<file path="src/rtl/csvs_pkg.sv">
// ----------------------------------------------------------------------------
// csvs_pkg
// Shared types, constants and helpers of the CSV record splitter.
// ----------------------------------------------------------------------------
package csvs_pkg;

    // trailing whitespace buffer
    localparam int SPACE_DEPTH = 16;
    localparam int SPACE_IDX_W = (SPACE_DEPTH > 1) ? $clog2(SPACE_DEPTH) : 1;
    localparam int SPACE_CNT_W = $clog2(SPACE_DEPTH + 1);

    // physical line counter
    localparam int LINE_BITS = 24;

    // op queue between front and back
    localparam int Q_DEPTH = 4;
    localparam int Q_PTR_W = $clog2(Q_DEPTH);
    localparam int Q_CNT_W = $clog2(Q_DEPTH + 1);

    // byte codes
    localparam logic [7:0] BOM_0         = 8'hEF;
    localparam logic [7:0] BOM_1         = 8'hBB;
    localparam logic [7:0] BOM_2         = 8'hBF;
    localparam logic [7:0] QUOTE_CH      = 8'h22;
    localparam logic [7:0] LINE_END      = 8'h0A;
    localparam logic [7:0] DELIM_RESET   = 8'd44;
    localparam logic [7:0] COMMENT_RESET = 8'd35;

    // configuration register indexes
    localparam logic CFG_DELIMITER    = 1'b0;
    localparam logic CFG_COMMENT_MARK = 1'b1;

    // done status codes
    localparam logic [1:0] STATUS_OK        = 2'd0;
    localparam logic [1:0] STATUS_NO_HEADER = 2'd1;
    localparam logic [1:0] STATUS_OVERFLOW  = 2'd2;

    typedef enum logic {
        KIND_DATA = 1'b0,
        KIND_EOI  = 1'b1
    } t_kind;

    typedef struct packed {
        t_kind      kind;
        logic [7:0] data_byte;
        logic       last;       // final op of its input item
    } t_op;

    typedef struct packed {
        logic [7:0]           out_byte;
        logic                 has_byte;
        logic                 end_of_cell;
        logic                 end_of_row;
        logic                 header_row;
        logic [LINE_BITS-1:0] line_number;
        logic                 done_res;
        logic [1:0]           status;
    } t_res;

    function automatic logic is_ws(input logic [7:0] c);
        return (c == 8'h20) || ((c >= 8'h09) && (c <= 8'h0D));
    endfunction

endpackage

</file>
<file path="src/rtl/csvs_front.sv">
// ----------------------------------------------------------------------------
// csvs_front
// Input side: strips a leading byte order mark, replays the bytes of a
// partial mark as ordinary bytes, and queues one op per byte to the back.
// ----------------------------------------------------------------------------
module csvs_front (
    input  logic          i_clk,
    input  logic          i_rst_n,
    input  logic          i_in_valid,
    output logic          o_in_ready,
    input  logic          i_kind,
    input  logic [7:0]    i_data_byte,
    output logic          o_push,
    output csvs_pkg::t_op o_op,
    input  logic          i_full
);
    import csvs_pkg::*;

    logic       r_at_start;
    logic [1:0] r_bom_pos;
    logic       r_rel_idx;

    logic bom_match;
    logic rel_active;
    logic accept;
    logic rel_done;

    always_comb begin
        bom_match = (t_kind'(i_kind) == KIND_DATA) &&
                    (((r_bom_pos == 2'd0) && (i_data_byte == BOM_0)) ||
                     ((r_bom_pos == 2'd1) && (i_data_byte == BOM_1)) ||
                     ((r_bom_pos == 2'd2) && (i_data_byte == BOM_2)));
        // replay held mark bytes before the item that broke the mark
        rel_active = i_in_valid && r_at_start && !bom_match && (r_bom_pos != 2'd0);
        rel_done   = (({1'b0, r_rel_idx} + 2'd1) == r_bom_pos);

        if (!r_at_start) begin
            o_in_ready = !i_full;
        end else if (bom_match) begin
            o_in_ready = 1'b1;
        end else if (r_bom_pos == 2'd0) begin
            o_in_ready = !i_full;
        end else begin
            o_in_ready = 1'b0;
        end
        accept = i_in_valid && o_in_ready;

        if (rel_active) begin
            o_push         = !i_full;
            o_op.kind      = KIND_DATA;
            o_op.data_byte = r_rel_idx ? BOM_1 : BOM_0;
            o_op.last      = 1'b0;
        end else begin
            o_push         = accept && !(r_at_start && bom_match);
            o_op.kind      = t_kind'(i_kind);
            o_op.data_byte = i_data_byte;
            o_op.last      = 1'b1;
        end
    end

    always_ff @(posedge i_clk) begin
        if (!i_rst_n) begin
            r_at_start <= 1'b1;
            r_bom_pos  <= 2'd0;
            r_rel_idx  <= 1'b0;
        end else if (rel_active && !i_full) begin
            if (rel_done) begin
                r_at_start <= 1'b0;
                r_bom_pos  <= 2'd0;
                r_rel_idx  <= 1'b0;
            end else begin
                r_rel_idx  <= 1'b1;
            end
        end else if (accept) begin
            if (t_kind'(i_kind) == KIND_EOI) begin
                // next byte starts a new file
                r_at_start <= 1'b1;
                r_bom_pos  <= 2'd0;
            end else if (r_at_start && bom_match) begin
                if (r_bom_pos == 2'd2) begin
                    r_bom_pos  <= 2'd0;
                    r_at_start <= 1'b0;
                end else begin
                    r_bom_pos  <= r_bom_pos + 2'd1;
                end
            end else begin
                r_at_start <= 1'b0;
            end
        end
    end

endmodule

</file>
<file path="src/rtl/csvs_fifo.sv">
// ----------------------------------------------------------------------------
// csvs_fifo
// Short op queue that decouples the front from the back.
// ----------------------------------------------------------------------------
module csvs_fifo (
    input  logic          i_clk,
    input  logic          i_rst_n,
    input  logic          i_push,
    input  csvs_pkg::t_op i_op,
    output logic          o_full,
    output logic          o_valid,
    output csvs_pkg::t_op o_op,
    input  logic          i_pop
);
    import csvs_pkg::*;

    t_op                r_mem [Q_DEPTH];
    logic [Q_PTR_W-1:0] r_wr;
    logic [Q_PTR_W-1:0] r_rd;
    logic [Q_CNT_W-1:0] r_cnt;

    logic do_push;
    logic do_pop;

    always_comb begin
        o_full  = (r_cnt == Q_CNT_W'(Q_DEPTH));
        o_valid = (r_cnt != '0);
        o_op    = r_mem[r_rd];
        do_push = i_push && !o_full;
        do_pop  = i_pop && o_valid;
    end

    always_ff @(posedge i_clk) begin
        if (!i_rst_n) begin
            r_wr  <= '0;
            r_rd  <= '0;
            r_cnt <= '0;
        end else begin
            if (do_push) begin
                r_wr <= (r_wr == Q_PTR_W'(Q_DEPTH - 1)) ? '0 : r_wr + 1'b1;
            end
            if (do_pop) begin
                r_rd <= (r_rd == Q_PTR_W'(Q_DEPTH - 1)) ? '0 : r_rd + 1'b1;
            end
            case ({do_push, do_pop})
                2'b10:   r_cnt <= r_cnt + 1'b1;
                2'b01:   r_cnt <= r_cnt - 1'b1;
                default: r_cnt <= r_cnt;
            endcase
        end
        if (do_push) begin
            r_mem[r_wr] <= i_op;
        end
    end

endmodule

</file>
<file path="src/rtl/csvs_back.sv">
// ----------------------------------------------------------------------------
// csvs_back
// Cell engine: line, quote and trim state, trailing whitespace buffer,
// one-result holding stage that resolves last_of_run, and output register.
// ----------------------------------------------------------------------------
module csvs_back (
    input  logic           i_clk,
    input  logic           i_rst_n,
    input  logic [7:0]     i_delimiter,
    input  logic [7:0]     i_comment_mark,
    input  logic           i_op_valid,
    input  csvs_pkg::t_op  i_op,
    output logic           o_pop,
    output logic           o_out_valid,
    input  logic           i_out_ready,
    output csvs_pkg::t_res o_res,
    output logic           o_last
);
    import csvs_pkg::*;

    localparam logic [7:0]           UPPER_A     = 8'h41;
    localparam logic [7:0]           UPPER_Z     = 8'h5A;
    localparam logic [7:0]           CASE_OFFSET = 8'h20;
    localparam logic [LINE_BITS-1:0] LINE_MAX    = {LINE_BITS{1'b1}};

    typedef enum logic [1:0] {
        PH_START,
        PH_SKIP,
        PH_HEADER,
        PH_DATA
    } t_phase;

    typedef enum logic [2:0] {
        A_NONE,
        A_LINE_END,
        A_CELL_END,
        A_WS_STORE,
        A_WS_DROP,
        A_BYTE,
        A_FLUSH
    } t_act;

    typedef enum logic [1:0] {
        S_RUN,
        S_FLUSH,
        S_DONE
    } t_state;

    // state
    t_state               r_state,      n_state;
    t_phase               r_phase,      n_phase;
    logic                 r_inq,        n_inq;
    logic                 r_qp,         n_qp;
    logic                 r_has,        n_has;
    logic [SPACE_CNT_W-1:0] r_cnt,      n_cnt;
    logic                 r_hdr_seen,   n_hdr_seen;
    logic [LINE_BITS-1:0] r_line,       n_line;
    logic                 r_ovf,        n_ovf;
    logic [SPACE_CNT_W-1:0] r_fidx,     n_fidx;
    logic [7:0]           r_pend_byte,  n_pend_byte;
    logic                 r_pend_last,  n_pend_last;
    logic [7:0]           r_buf [SPACE_DEPTH];
    // holding stage and output register
    logic                 r_hold_v,     n_hold_v;
    logic                 r_hold_last,  n_hold_last;
    t_res                 r_hold,       n_hold;
    logic                 r_out_valid,  n_out_valid;
    logic                 r_out_last,   n_out_last;
    t_res                 r_out_res,    n_out_res;

    // feed decode
    logic [7:0] c;
    logic       c_ws;
    t_phase     d_phase;
    logic       d_inq;
    logic       d_qp;
    logic       d_hs;
    logic       d_go;
    logic       d_unq;
    logic       d_content;
    t_act       d_act;
    logic [7:0] d_byte;

    // engine
    logic                 out_free;
    logic                 can_emit;
    logic                 eng_emit;
    logic                 eng_last;
    logic                 eng_end;
    t_res                 eng_res;
    logic                 hold_out;
    logic                 buf_we;
    logic                 need_emit;
    logic                 row_open;
    logic [LINE_BITS-1:0] line_num;
    logic [1:0]           done_status;

    always_comb begin
        c         = i_op.data_byte;
        c_ws      = is_ws(c);
        d_phase   = r_phase;
        d_inq     = r_inq;
        d_qp      = r_qp;
        d_hs      = r_hdr_seen;
        d_go      = 1'b0;
        d_unq     = 1'b0;
        d_content = 1'b0;
        d_act     = A_NONE;

        if (c == LINE_END) begin
            d_act = A_LINE_END;
        end else if (r_phase != PH_SKIP) begin
            d_go = 1'b1;
            if (r_phase == PH_START) begin
                if (c_ws && (c != i_delimiter)) begin
                    d_go = 1'b0;
                end else if (c == i_comment_mark) begin
                    d_phase = PH_SKIP;
                    d_go    = 1'b0;
                end else begin
                    d_phase = r_hdr_seen ? PH_DATA : PH_HEADER;
                    d_hs    = 1'b1;
                end
            end
            if (d_go) begin
                if (r_inq) begin
                    if (r_qp) begin
                        d_qp = 1'b0;
                        if (c == QUOTE_CH) begin
                            d_content = 1'b1;
                        end else begin
                            d_inq = 1'b0;
                            d_unq = 1'b1;
                        end
                    end else if (c == QUOTE_CH) begin
                        d_qp = 1'b1;
                    end else begin
                        d_content = 1'b1;
                    end
                end else begin
                    d_unq = 1'b1;
                end
                if (d_unq) begin
                    if (c == QUOTE_CH) begin
                        d_inq = 1'b1;
                    end else if (c == i_delimiter) begin
                        d_act = A_CELL_END;
                    end else begin
                        d_content = 1'b1;
                    end
                end
            end
        end

        if (d_content) begin
            if (c_ws) begin
                if (!r_has) begin
                    d_act = A_NONE;
                end else if (r_cnt < SPACE_CNT_W'(SPACE_DEPTH)) begin
                    d_act = A_WS_STORE;
                end else begin
                    d_act = A_WS_DROP;
                end
            end else begin
                d_act = (r_cnt != '0) ? A_FLUSH : A_BYTE;
            end
        end

        if ((d_phase == PH_HEADER) && (c >= UPPER_A) && (c <= UPPER_Z)) begin
            d_byte = c + CASE_OFFSET;
        end else begin
            d_byte = c;
        end
    end

    always_comb begin
        n_state     = r_state;
        n_phase     = r_phase;
        n_inq       = r_inq;
        n_qp        = r_qp;
        n_has       = r_has;
        n_cnt       = r_cnt;
        n_hdr_seen  = r_hdr_seen;
        n_line      = r_line;
        n_ovf       = r_ovf;
        n_fidx      = r_fidx;
        n_pend_byte = r_pend_byte;
        n_pend_last = r_pend_last;

        out_free    = !r_out_valid || i_out_ready;
        can_emit    = !r_hold_v || out_free;
        line_num    = (r_line == LINE_MAX) ? r_line : r_line + 1'b1;
        row_open    = (r_phase == PH_HEADER) || (r_phase == PH_DATA);
        done_status = !r_hdr_seen ? STATUS_NO_HEADER :
                      (r_ovf ? STATUS_OVERFLOW : STATUS_OK);

        eng_emit    = 1'b0;
        eng_last    = 1'b0;
        eng_end     = 1'b0;
        eng_res     = '0;
        eng_res.line_number = line_num;
        o_pop       = 1'b0;
        buf_we      = 1'b0;
        need_emit   = 1'b0;

        unique case (r_state)
            S_RUN: begin
                if (i_op_valid) begin
                    if (i_op.kind == KIND_EOI) begin
                        if (can_emit) begin
                            o_pop    = 1'b1;
                            eng_emit = 1'b1;
                            n_inq    = 1'b0;
                            n_qp     = 1'b0;
                            n_has    = 1'b0;
                            n_cnt    = '0;
                            n_phase  = PH_START;
                            if (row_open) begin
                                // close the open row, then report done
                                eng_res.end_of_cell = 1'b1;
                                eng_res.end_of_row  = 1'b1;
                                eng_res.header_row  = (r_phase == PH_HEADER);
                                n_state             = S_DONE;
                            end else begin
                                eng_last            = 1'b1;
                                eng_res.done_res    = 1'b1;
                                eng_res.status      = done_status;
                                eng_res.line_number = '0;
                                n_hdr_seen          = 1'b0;
                                n_line              = '0;
                                n_ovf               = 1'b0;
                            end
                        end
                    end else begin
                        need_emit = ((d_act == A_LINE_END) && row_open) ||
                                    (d_act == A_CELL_END) || (d_act == A_BYTE);
                        if (!need_emit || can_emit) begin
                            o_pop      = 1'b1;
                            n_phase    = d_phase;
                            n_inq      = d_inq;
                            n_qp       = d_qp;
                            n_hdr_seen = d_hs;
                            eng_emit   = need_emit;
                            eng_last   = i_op.last;
                            eng_end    = i_op.last && !need_emit && (d_act != A_FLUSH);
                            eng_res.header_row = (d_phase == PH_HEADER);
                            case (d_act)
                                A_LINE_END: begin
                                    eng_res.end_of_cell = 1'b1;
                                    eng_res.end_of_row  = 1'b1;
                                    eng_res.header_row  = (r_phase == PH_HEADER);
                                    n_inq   = 1'b0;
                                    n_qp    = 1'b0;
                                    n_has   = 1'b0;
                                    n_cnt   = '0;
                                    n_phase = PH_START;
                                    n_line  = line_num;
                                end
                                A_CELL_END: begin
                                    eng_res.end_of_cell = 1'b1;
                                    n_cnt = '0;
                                    n_has = 1'b0;
                                end
                                A_WS_STORE: begin
                                    buf_we = 1'b1;
                                    n_cnt  = r_cnt + 1'b1;
                                end
                                A_WS_DROP: begin
                                    n_ovf = 1'b1;
                                end
                                A_BYTE: begin
                                    eng_res.out_byte = d_byte;
                                    eng_res.has_byte = 1'b1;
                                    n_has            = 1'b1;
                                end
                                A_FLUSH: begin
                                    // replay held whitespace before this byte
                                    n_pend_byte = d_byte;
                                    n_pend_last = i_op.last;
                                    n_fidx      = '0;
                                    n_state     = S_FLUSH;
                                end
                                default: begin
                                end
                            endcase
                        end
                    end
                end
            end
            S_FLUSH: begin
                eng_res.header_row = (r_phase == PH_HEADER);
                eng_res.has_byte   = 1'b1;
                if (can_emit) begin
                    eng_emit = 1'b1;
                    if (r_fidx == r_cnt) begin
                        eng_res.out_byte = r_pend_byte;
                        eng_last         = r_pend_last;
                        n_cnt            = '0;
                        n_has            = 1'b1;
                        n_state          = S_RUN;
                    end else begin
                        eng_res.out_byte = r_buf[r_fidx[SPACE_IDX_W-1:0]];
                        n_fidx           = r_fidx + 1'b1;
                    end
                end
            end
            S_DONE: begin
                if (can_emit) begin
                    eng_emit            = 1'b1;
                    eng_last            = 1'b1;
                    eng_res.done_res    = 1'b1;
                    eng_res.status      = done_status;
                    eng_res.line_number = '0;
                    n_hdr_seen          = 1'b0;
                    n_line              = '0;
                    n_ovf               = 1'b0;
                    n_state             = S_RUN;
                end
            end
            default: begin
                n_state = S_RUN;
            end
        endcase

        // hold one result until it is known whether it ends its item
        hold_out    = r_hold_v && out_free && (r_hold_last || eng_emit);
        n_hold      = r_hold;
        n_hold_v    = r_hold_v;
        n_hold_last = r_hold_last;
        if (eng_emit) begin
            n_hold      = eng_res;
            n_hold_v    = 1'b1;
            n_hold_last = eng_last;
        end else if (hold_out) begin
            n_hold_v    = 1'b0;
        end else if (eng_end && r_hold_v) begin
            n_hold_last = 1'b1;
        end

        n_out_res  = r_out_res;
        n_out_last = r_out_last;
        if (hold_out) begin
            n_out_valid = 1'b1;
            n_out_res   = r_hold;
            n_out_last  = r_hold_last;
        end else if (i_out_ready) begin
            n_out_valid = 1'b0;
        end else begin
            n_out_valid = r_out_valid;
        end

        o_out_valid = r_out_valid;
        o_res       = r_out_res;
        o_last      = r_out_last;
    end

    always_ff @(posedge i_clk) begin
        if (!i_rst_n) begin
            r_state     <= S_RUN;
            r_phase     <= PH_START;
            r_inq       <= 1'b0;
            r_qp        <= 1'b0;
            r_has       <= 1'b0;
            r_cnt       <= '0;
            r_hdr_seen  <= 1'b0;
            r_line      <= '0;
            r_ovf       <= 1'b0;
            r_fidx      <= '0;
            r_pend_last <= 1'b0;
            r_hold_v    <= 1'b0;
            r_hold_last <= 1'b0;
            r_out_valid <= 1'b0;
            r_out_last  <= 1'b0;
        end else begin
            r_state     <= n_state;
            r_phase     <= n_phase;
            r_inq       <= n_inq;
            r_qp        <= n_qp;
            r_has       <= n_has;
            r_cnt       <= n_cnt;
            r_hdr_seen  <= n_hdr_seen;
            r_line      <= n_line;
            r_ovf       <= n_ovf;
            r_fidx      <= n_fidx;
            r_pend_last <= n_pend_last;
            r_hold_v    <= n_hold_v;
            r_hold_last <= n_hold_last;
            r_out_valid <= n_out_valid;
            r_out_last  <= n_out_last;
        end
        r_pend_byte <= n_pend_byte;
        r_hold      <= n_hold;
        r_out_res   <= n_out_res;
        if (buf_we) begin
            r_buf[r_cnt[SPACE_IDX_W-1:0]] <= c;
        end
    end

    a_cnt_bound: assert property (@(posedge i_clk) disable iff (!i_rst_n)
        r_cnt <= SPACE_CNT_W'(SPACE_DEPTH))
        else $error("space count beyond buffer depth");

    a_flush_idx: assert property (@(posedge i_clk) disable iff (!i_rst_n)
        (r_state == S_FLUSH) |-> (r_fidx <= r_cnt))
        else $error("flush index past held whitespace");

    a_qp_in_quotes: assert property (@(posedge i_clk) disable iff (!i_rst_n)
        r_qp |-> r_inq)
        else $error("pending quote outside a quoted span");

    a_done_last: assert property (@(posedge i_clk) disable iff (!i_rst_n)
        (r_out_valid && r_out_res.done_res) |-> r_out_last)
        else $error("done result not flagged last of run");

    a_hold_kept: assert property (@(posedge i_clk) disable iff (!i_rst_n)
        (r_hold_v && !r_hold_last && !eng_emit) |=> r_hold_v)
        else $error("held result lost");

endmodule

</file>
<file path="src/rtl/csv_record_splitter_unit.sv">
// ----------------------------------------------------------------------------
// csv_record_splitter_unit
// Streaming CSV cell splitter with quoted fields, trimming and header marking.
// ----------------------------------------------------------------------------
// Usage: feed one file byte per transfer (kind 0) and close the file with an
// end-of-input transfer (kind 1); the block emits cell bytes with end-of-cell
// and end-of-row markers, then one done result carrying status. A byte that
// follows held trailing whitespace in a cell (at most 16 bytes held) is taken
// first, then the held whitespace is replayed one entry per cycle unless the
// output stalls, then the byte itself leaves. End of input with a row open
// first closes the row, then gives the done result. The bytes of a broken
// partial byte order mark are queued again as ordinary bytes before the item
// that broke the mark. Every result passes through a one-entry holding stage,
// so it leaves once the next result exists or its input item is fully worked;
// last_of_run marks the last result of each input transfer. A four-entry op
// queue separates input and engine.
// Write configuration only while the block is idle; a write takes effect at
// once.
// ----------------------------------------------------------------------------
module csv_record_splitter_unit (
    input  logic                           i_clk,
    input  logic                           i_rst_n,
    // configuration
    input  logic                           i_cfg_we,
    input  logic                           i_cfg_index,
    input  logic [7:0]                     i_cfg_data,
    // input channel
    input  logic                           i_in_valid,
    output logic                           o_in_ready,
    input  logic                           i_kind,
    input  logic [7:0]                     i_data_byte,
    // output channel
    output logic                           o_out_valid,
    input  logic                           i_out_ready,
    output logic [7:0]                     o_out_byte,
    output logic                           o_has_byte,
    output logic                           o_end_of_cell,
    output logic                           o_end_of_row,
    output logic                           o_header_row,
    output logic [csvs_pkg::LINE_BITS-1:0] o_line_number,
    output logic                           o_done_res,
    output logic [1:0]                     o_status,
    output logic                           o_last_of_run
);
    import csvs_pkg::*;

    logic [7:0] r_delimiter;
    logic [7:0] r_comment_mark;

    logic q_push;
    t_op  q_in_op;
    logic q_full;
    logic q_valid;
    t_op  q_op;
    logic q_pop;
    t_res out_res;

    always_ff @(posedge i_clk) begin
        if (!i_rst_n) begin
            r_delimiter    <= DELIM_RESET;
            r_comment_mark <= COMMENT_RESET;
        end else if (i_cfg_we) begin
            case (i_cfg_index)
                CFG_DELIMITER:    r_delimiter    <= i_cfg_data;
                CFG_COMMENT_MARK: r_comment_mark <= i_cfg_data;
                default:          r_delimiter    <= r_delimiter;
            endcase
        end
    end

    csvs_front u_front (
        .i_clk       (i_clk),
        .i_rst_n     (i_rst_n),
        .i_in_valid  (i_in_valid),
        .o_in_ready  (o_in_ready),
        .i_kind      (i_kind),
        .i_data_byte (i_data_byte),
        .o_push      (q_push),
        .o_op        (q_in_op),
        .i_full      (q_full)
    );

    csvs_fifo u_fifo (
        .i_clk   (i_clk),
        .i_rst_n (i_rst_n),
        .i_push  (q_push),
        .i_op    (q_in_op),
        .o_full  (q_full),
        .o_valid (q_valid),
        .o_op    (q_op),
        .i_pop   (q_pop)
    );

    csvs_back u_back (
        .i_clk          (i_clk),
        .i_rst_n        (i_rst_n),
        .i_delimiter    (r_delimiter),
        .i_comment_mark (r_comment_mark),
        .i_op_valid     (q_valid),
        .i_op           (q_op),
        .o_pop          (q_pop),
        .o_out_valid    (o_out_valid),
        .i_out_ready    (i_out_ready),
        .o_res          (out_res),
        .o_last         (o_last_of_run)
    );

    assign o_out_byte    = out_res.out_byte;
    assign o_has_byte    = out_res.has_byte;
    assign o_end_of_cell = out_res.end_of_cell;
    assign o_end_of_row  = out_res.end_of_row;
    assign o_header_row  = out_res.header_row;
    assign o_line_number = out_res.line_number;
    assign o_done_res    = out_res.done_res;
    assign o_status      = out_res.status;

endmodule

</file>
<file path="config.mk">
export PLATFORM = sky130hd
export DESIGN_NAME = csv_record_splitter_unit
export DESIGN_NICKNAME = d
export VERILOG_FILES = /design/src/rtl/csvs_pkg.sv /design/src/rtl/csvs_front.sv /design/src/rtl/csvs_fifo.sv /design/src/rtl/csvs_back.sv /design/src/rtl/csv_record_splitter_unit.sv
export SDC_FILE = /design/constraint.sdc
export NUM_CORES = 1
export LEC_CHECK = 0
export ABC_CLOCK_PERIOD_IN_PS = 8300
export BUFFER_PORTS_ARGS = -buffer_cell sky130_fd_sc_hd__buf_4
export CAP_MARGIN = 20
export CORE_UTILIZATION = 25
export CTS_CLUSTER_SIZE = 30
export DETAILED_ROUTE_END_ITERATION = 10
export GPL_ROUTABILITY_DRIVEN = 0
export PLACE_DENSITY = 0.38
export SKIP_LAST_GASP = 1
export SYNTH_ARGS = -nofsm -noshare
export SYNTH_HDL_FRONTEND = slang
export SYNTH_SLANG_ARGS = --single-unit
</file>
<file path="constraint.sdc">
create_clock -name i_clk -period 8.3 [get_ports i_clk]
set_input_delay 0.415 -clock i_clk [delete_from_list [all_inputs] [get_ports i_clk]]
set_output_delay 0.415 -clock i_clk [all_outputs]
set_load 0.01 [all_outputs]
</file>
==> run summary, run 1 <==
WP data arrival -> 6.28 ns
Worst Path Max Fanout -> 26
Rel. slew slack -> 26.50%
Die X -> 244.5 um
Dominant cells by area after synthesis -> edfxtp_1 (52%), dfxtp_1 (11%), mux4_2 (7.5%)
Layout Skew -> 0.02424 ns
Vias -> 8817
Final Hold Fails -> 0
Asr flop ratio synth -> 0%
CTS Buf Count -> 40
Yosys top cell area share -> 51.89%
Final TNS setup -> 0 ns
Register area share after synthesis -> 62.92%
Share of cells above drive strength 1 -> 17.44%
Req. time, crit path -> 8.78 ns
Total GRT Usage -> 12.20%
Syn_nets -> 1141
Total grt overflow -> 0
Synthesis-stage register bit count -> 335
Status -> completed
Slew of the pin with the lowest slew margin -> 1.098 ns
Unrepaired setup endpoints after global routing -> no
CTS tree -> built
Post-Layout Cell Count -> 1952
Reg-to-reg setup timing slack -> 2.50 ns
Syn Std Cell Area -> 0.01470 mm2
Reg2reg path depth -> 17
Endpoints failing setup -> 0
Synth cell types -> 86
Top cells by count, synth -> edfxtp_1 (254), nand2_1 (102), nor2_1 (87), dfxtp_1 (81), mux4_2 (49)
Maximum vdd ir drop -> 0.0002311 V
Core region area -> 0.05792 mm2
Root buffer cell -> clkbuf_16
Net count, final -> 1199
Pwr per Cell Area -> 325.7 mW/mm2
Count leader, synth -> edfxtp_1
Worst setup path endpoint -> u_fifo.r_cnt[2]
Starting Density -> 25.38%
Final ANT Viol Nets -> 0
Avg Cell Area, Syn -> 13.39 um2
# hold bufs at CTS -> 0
Post-synth top area cell -> edfxtp_1
FF-to-FF End -> u_fifo.r_cnt[2]
Die area -> 0.05978 mm2
Placed Cells -> 1878
Rows -> 88
Initial antenna violation count -> 1
Min-delay worst type -> in2reg
Worst Slack Setup Final -> 2.503 ns
CTS Buffer Depth -> 3
Yosys warnings -> 0
Cells after synthesis -> 1098
Final min period -> 5.797 ns
Area delta synth->final -> 17.14%
Post-DP Area -> 0.01601 mm2
Clock sink count -> 335
Largest net degree at the start of global routing -> 82
Max Slew Vio Count -> 0
Worst Setup Start Kind -> flip-flop
First-pass GRT wire length -> 55.66 mm
Detailed Route Iter0 Violations -> 556
Antenna cells -> 0
CTS HTree Levels -> 2
Pre-antenna DRT Iters -> 5
CTS clk-pin slew, worst paths -> 0.06 ns
CP endpoint kind -> flip-flop
Die Y -> 244.5 um
Number of remaining DRC errors -> 0
Final WL -> 35.97 mm
Routed len/inst -> 18.43 um
DPL Wire Length -> 23.36 mm
Max Fclk -> 0.1725 GHz
Setup Buffers After CTS -> 0
Worst skew pair latency -> 0.56 ns
Pre-CTS setup slack -> 2.469 ns
Leakage power -> 5.655 nW
I/O Buffers -> 64
Post-synth EDFFs -> 254
Max-cap violations -> 0
CP Class -> reg2reg
Vias in the first global route -> 9015
Post-route cell area -> 0.01722 mm2
Vias per std cell -> 4.517
CTS resizes -> 0
Top FF cell, synth -> edfxtp_1
Share of the clock period used by the worst path -> 69.84%
I/O Pins -> 65
worst min path at each step:
stage                     slack (ns)              start                 to  depth (start not counted)
after detailed placement        0.41  u_back.r_hold[33]   u_back.o_res[33]                          0
after CTS                       0.06      i_cfg_data[2]     r_delimiter[2]                          3
after floorplan                 0.40   u_back.r_hold[0]    u_back.o_res[0]                          0
after global placement          0.40  u_back.r_hold[11]   u_back.o_res[11]                          0
after global routing             0.1      i_cfg_data[3]     r_delimiter[3]                          3
final                           0.09      i_cfg_data[5]  r_comment_mark[5]                          3
cell usage in the layout (no fill, tap or decap), types with 5 or more instances in the layout:
cell       netlist  routed
xnor2_1         29      29
inv_1           25      25
a31oi_1         11      11
or3_1           20      20
nand3_1         31      31
nand2_1        102     102
nor4_1           5       5
o21ai_0         25      25
a21boi_1        22      22
o21ai_1         23      23
nor3_2           1       6
edfxtp_1       254     254
nor2_1          87      86
a21oi_1         17      16
mux4_2          49      49
nor2b_1         16      16
ha_1            19      19
nand2b_1        12      12
clkinv_1         1       5
mux2i_1         17      17
clkbuf_1        36      16
o21a_1          11      11
buf_4            0      68
and3_1          14      14
clkinv_2         0       6
and2_1          16      16
a21boi_0        13      13
clkbuf_16        0      41
nand4_1         11      11
xor2_1          19      19
nor3_1          23      18
or2_2            5       5
dfxtp_1         81      79
logic make-up after synthesis:
family,count (synthesis),share of synthesized area [%]
mux,69,8.997
simple gates,372,12.78
flops,335,62.92
compound gates,170,8.299
fa+ha+maj,20,1.753
buf+inv,84,2.392
xor+xnor,48,2.860
area by class of cell:
type                       count  area (um2)
tap                          765       957.2
multi-input combinational    679        5136
clock buffer                  60        1127
sequential                   335        9251
inverter                      27       101.3
clock inverter                13       71.32
fill                        5945       40700
timing repair buffer          73       575.6
metal layers:
layer  GRT usage [%]  wire length, um  vias to the layer above
met1           16.64            17420                     4389
met4           4.007              785                        0
met5               0                0                        -
met3           1.997             1087                       51
li1                -                -                     4241
met2           19.64            16670                      136
flip-flops by register name, summed over array words and instances (netlist names), 8 cells and up, named ones only:
| name | count |
|---|---|
| u_back.r_buf | 128 |
| u_back.r_hold | 39 |
| u_fifo.r_mem | 40 |
| u_back.r_pend_byte | 8 |
| u_back.r_line | 24 |
| r_delimiter | 8 |
| r_comment_mark | 8 |
| u_back.o_res | 39 |
critical path, cell delays in order, from the launching register on:
cell,delay [ns]
dfxtp_1,0.74
mux4_2,0.86
nor3b_2,0.38
nand4b_1,0.23
ha_1,0.35
and3_1,0.18
and2_1,0.16
or4b_1,0.67
and2_1,0.23
a221oi_4,0.40
or2b_1,0.41
inv_2,0.08
ha_1,0.23
inv_1,0.07
fa_1,0.18
xor2_1,0.08
or3_1,0.30
a21boi_0,0.16
through the flow:
| step | total power [W] | hold WS, ns | utilization (%) |
|---|---|---|---|
| 3_3_place_gp | 0.004039 | 0.4018 | 27.55 |
| 6_report | 0.005609 | 0.09424 | 29.73 |
| 2_1_floorplan | 0.003493 | 0.4003 | - |
| 5_1_grt | 0.005950 | 0.09628 | 29.73 |
| 3_5_place_dp | 0.004048 | 0.4054 | 27.64 |
| 4_1_cts | 0.005712 | 0.05730 | 29.71 |
power by group:
group / internal [W] / switching, W
combinational: 0.000510 / 0.00106
clock: 0.000940 / 0.000689
sequential: 0.00230 / 0.000116
No activity file was read; power rests on OpenSTA's default activity.
==> inputs of run 2 (changes only) <==
Settings changed: ABC_CLOCK_PERIOD_IN_PS 8300 to 4900, PLACE_DENSITY 0.38 to 0.39.
Clock period 8.3 ns to 4.9 ns, I/O delays scaled along.
==> run 2 against run 1 <==
Flip-flop and latch count is the same; clock-buffer cell count is 8 lower; maximum frequency increased by 28%; global-route usage barely moved; clock skew decreased by 0.0091 ns; power increased by 73%; first-iteration DRC count down 14%.
==> run summary, run 2 (synthesis results as in run 1) <==
CTS clk-pin slew, worst paths -> 0.06 ns
Hold Path End -> u_fifo.r_mem[2][2]
Vias -> 8970
Root buffer cell -> clkbuf_16
Rows -> 88
Most frequent cells in the layout -> edfxtp_1 (254), buf_4 (107), nand2_1 (102)
Setup Buffers After CTS -> 0
Final ANT Viol Nets -> 0
Hold Path Depth -> 2
Total grt overflow -> 0
Core region area -> 0.05792 mm2
Vias per std cell -> 4.494
Share of the clock period used by the worst path -> 92.59%
Total GRT Usage -> 12.16%
Detailed Route Iter0 Violations -> 477
Max Slew Vio Count -> 0
Net count, final -> 1245
Worst Setup Start Kind -> flip-flop
I/O Buffers -> 64
Number of remaining DRC errors -> 0
Min-delay worst type -> in2reg
Min-delay src -> i_data_byte[1]
Final TNS setup -> 0 ns
Rel. slew slack -> 36.49%
CTS Buf Count -> 39
Layout Skew -> 0.01512 ns
Utilization after layout -> 30.44%
CTS Buffer Depth -> 3
Layout fillers -> 5902
Worst Path Max Fanout -> 7
Vias in the first global route -> 9244
Starting Density -> 25.38%
Placed Cells -> 1915
Final WL -> 35.83 mm
Die area -> 0.05978 mm2
Reg2reg path depth -> 17
Max FFs per register -> 128
Die X -> 244.5 um
Die Y -> 244.5 um
DPL Wire Length -> 23.72 mm
Status -> completed
Total power draw -> 0.009721 W
Max-cap violations -> 0
Area delta synth->final -> 19.94%
Final Hold Fails -> 0
Reg-to-reg setup timing slack -> 0.36 ns
Endpoints failing setup -> 0
CTS HTree Levels -> 2
WP data arrival -> 5.01 ns
Initial antenna violation count -> 0
Final min period -> 4.537 ns
Req. time, crit path -> 5.37 ns
Share of cells above drive strength 1 -> 19.98%
CP Class -> reg2reg
Unrepaired setup endpoints after global routing -> no
CTS tree -> built
Pwr per Cell Area -> 551.3 mW/mm2
Post-Layout Cell Count -> 1996
Pre-antenna DRT Iters -> 5
FF-to-FF End -> u_fifo.r_cnt[2]
Leakage power -> 5.896 nW
CP endpoint kind -> flip-flop
Slew of the pin with the lowest slew margin -> 0.9527 ns
First-pass GRT wire length -> 55.77 mm
Clock sink count -> 335
Largest net degree at the start of global routing -> 82
Antenna cells -> 0
Commonest non-fill, non-tap cell in the layout -> edfxtp_1
Worst skew pair latency -> 0.55 ns
Hold Slack -> 0.02710 ns
Routed len/inst -> 17.95 um
I/O Pins -> 65
Max Fclk -> 0.2204 GHz
Maximum vdd ir drop -> 0.0003506 V
==> run 2: cell count changes in the layout (fill, tap and decap cells not counted), sizes merged <==
cell,before,now
buf,73,110
inv,29,26
dlygate4sd3,0,10
clkinv,11,16
clkinvlp,0,1
clkbuf,60,52
bufinv,0,2
==> run 2: repair_timing <==
| item | in CTS | in global routing |
|---|---|---|
| gates resized for setup | 0 | 2 |
| hold buffers | 10 | 0 |
| endpoints found under the setup margin | 0 | 2 |
| endpoints found under the hold margin | 21 | 0 |
==> run 2: metal layers <==
metal	share of wire (%)	global-route usage, %	up-vias
li1	-	-	4342
met2	47	19.69	134
met3	3.2	2.140	46
met1	48	16.46	4448
met5	0	0	-
met4	2.1	3.768	0
==> run 2: worst max path at each step <==
stage	startpoint	endpoint	slack, ns	cells past startpoint
floorplan	flip-flop	u_back.o_res[0]	0.02	14
global placement	flip-flop	u_fifo.r_cnt[2]	0.28	17
detailed placement	flip-flop	u_fifo.r_cnt[2]	0.17	17
CTS	flip-flop	u_fifo.r_cnt[2]	0.13	17
global route	flip-flop	u_fifo.r_cnt[2]	0.05	17
finish	flip-flop	u_fifo.r_cnt[2]	0.36	17
==> run 2: stage by stage <==
step	worst slack [ns]	instance area [um2]
floorplan	0.02049	14710
global placement	0.2761	16280
detailed placement	0.1655	16280
CTS	0.1292	17610
global route	0.05353	17630
finish	0.3629	17630
==> run 2: layout make-up <==
type	instances	area (um2)	share of cell area [%]
Sequential cell	335	9253	52.48
Clock inverter	18	146.4	0.8303
Clock buffer	52	1087	6.167
Multi-Input combinational cell	679	5129	29.09
Timing Repair Buffer	120	958.4	5.436
Inverter	27	101.3	0.5748
Tap cell	765	957.2	5.429
==> run 2: power by group <==
| part | switching [W] | internal [W] | leakage [nW] |
|---|---|---|---|
| combinational | 0.00182 | 0.00100 | 2.29 |
| clock | 0.00116 | 0.00167 | 0.611 |
| sequential | 0.000191 | 0.00388 | 2.99 |
==> run 2: critical path, cell delays in order (launching register included) <==
cell	delay, ns
dfxtp_2	0.44
mux4_2	0.56
nor3b_2	0.28
nand4b_1	0.21
ha_1	0.34
and3_1	0.18
and2_1	0.16
or4b_1	0.58
and2_1	0.20
a221oi_4	0.29
or2b_1	0.18
inv_2	0.05
ha_1	0.22
inv_1	0.08
fa_1	0.17
xor2_1	0.07
or3_1	0.30
a21boi_0	0.16
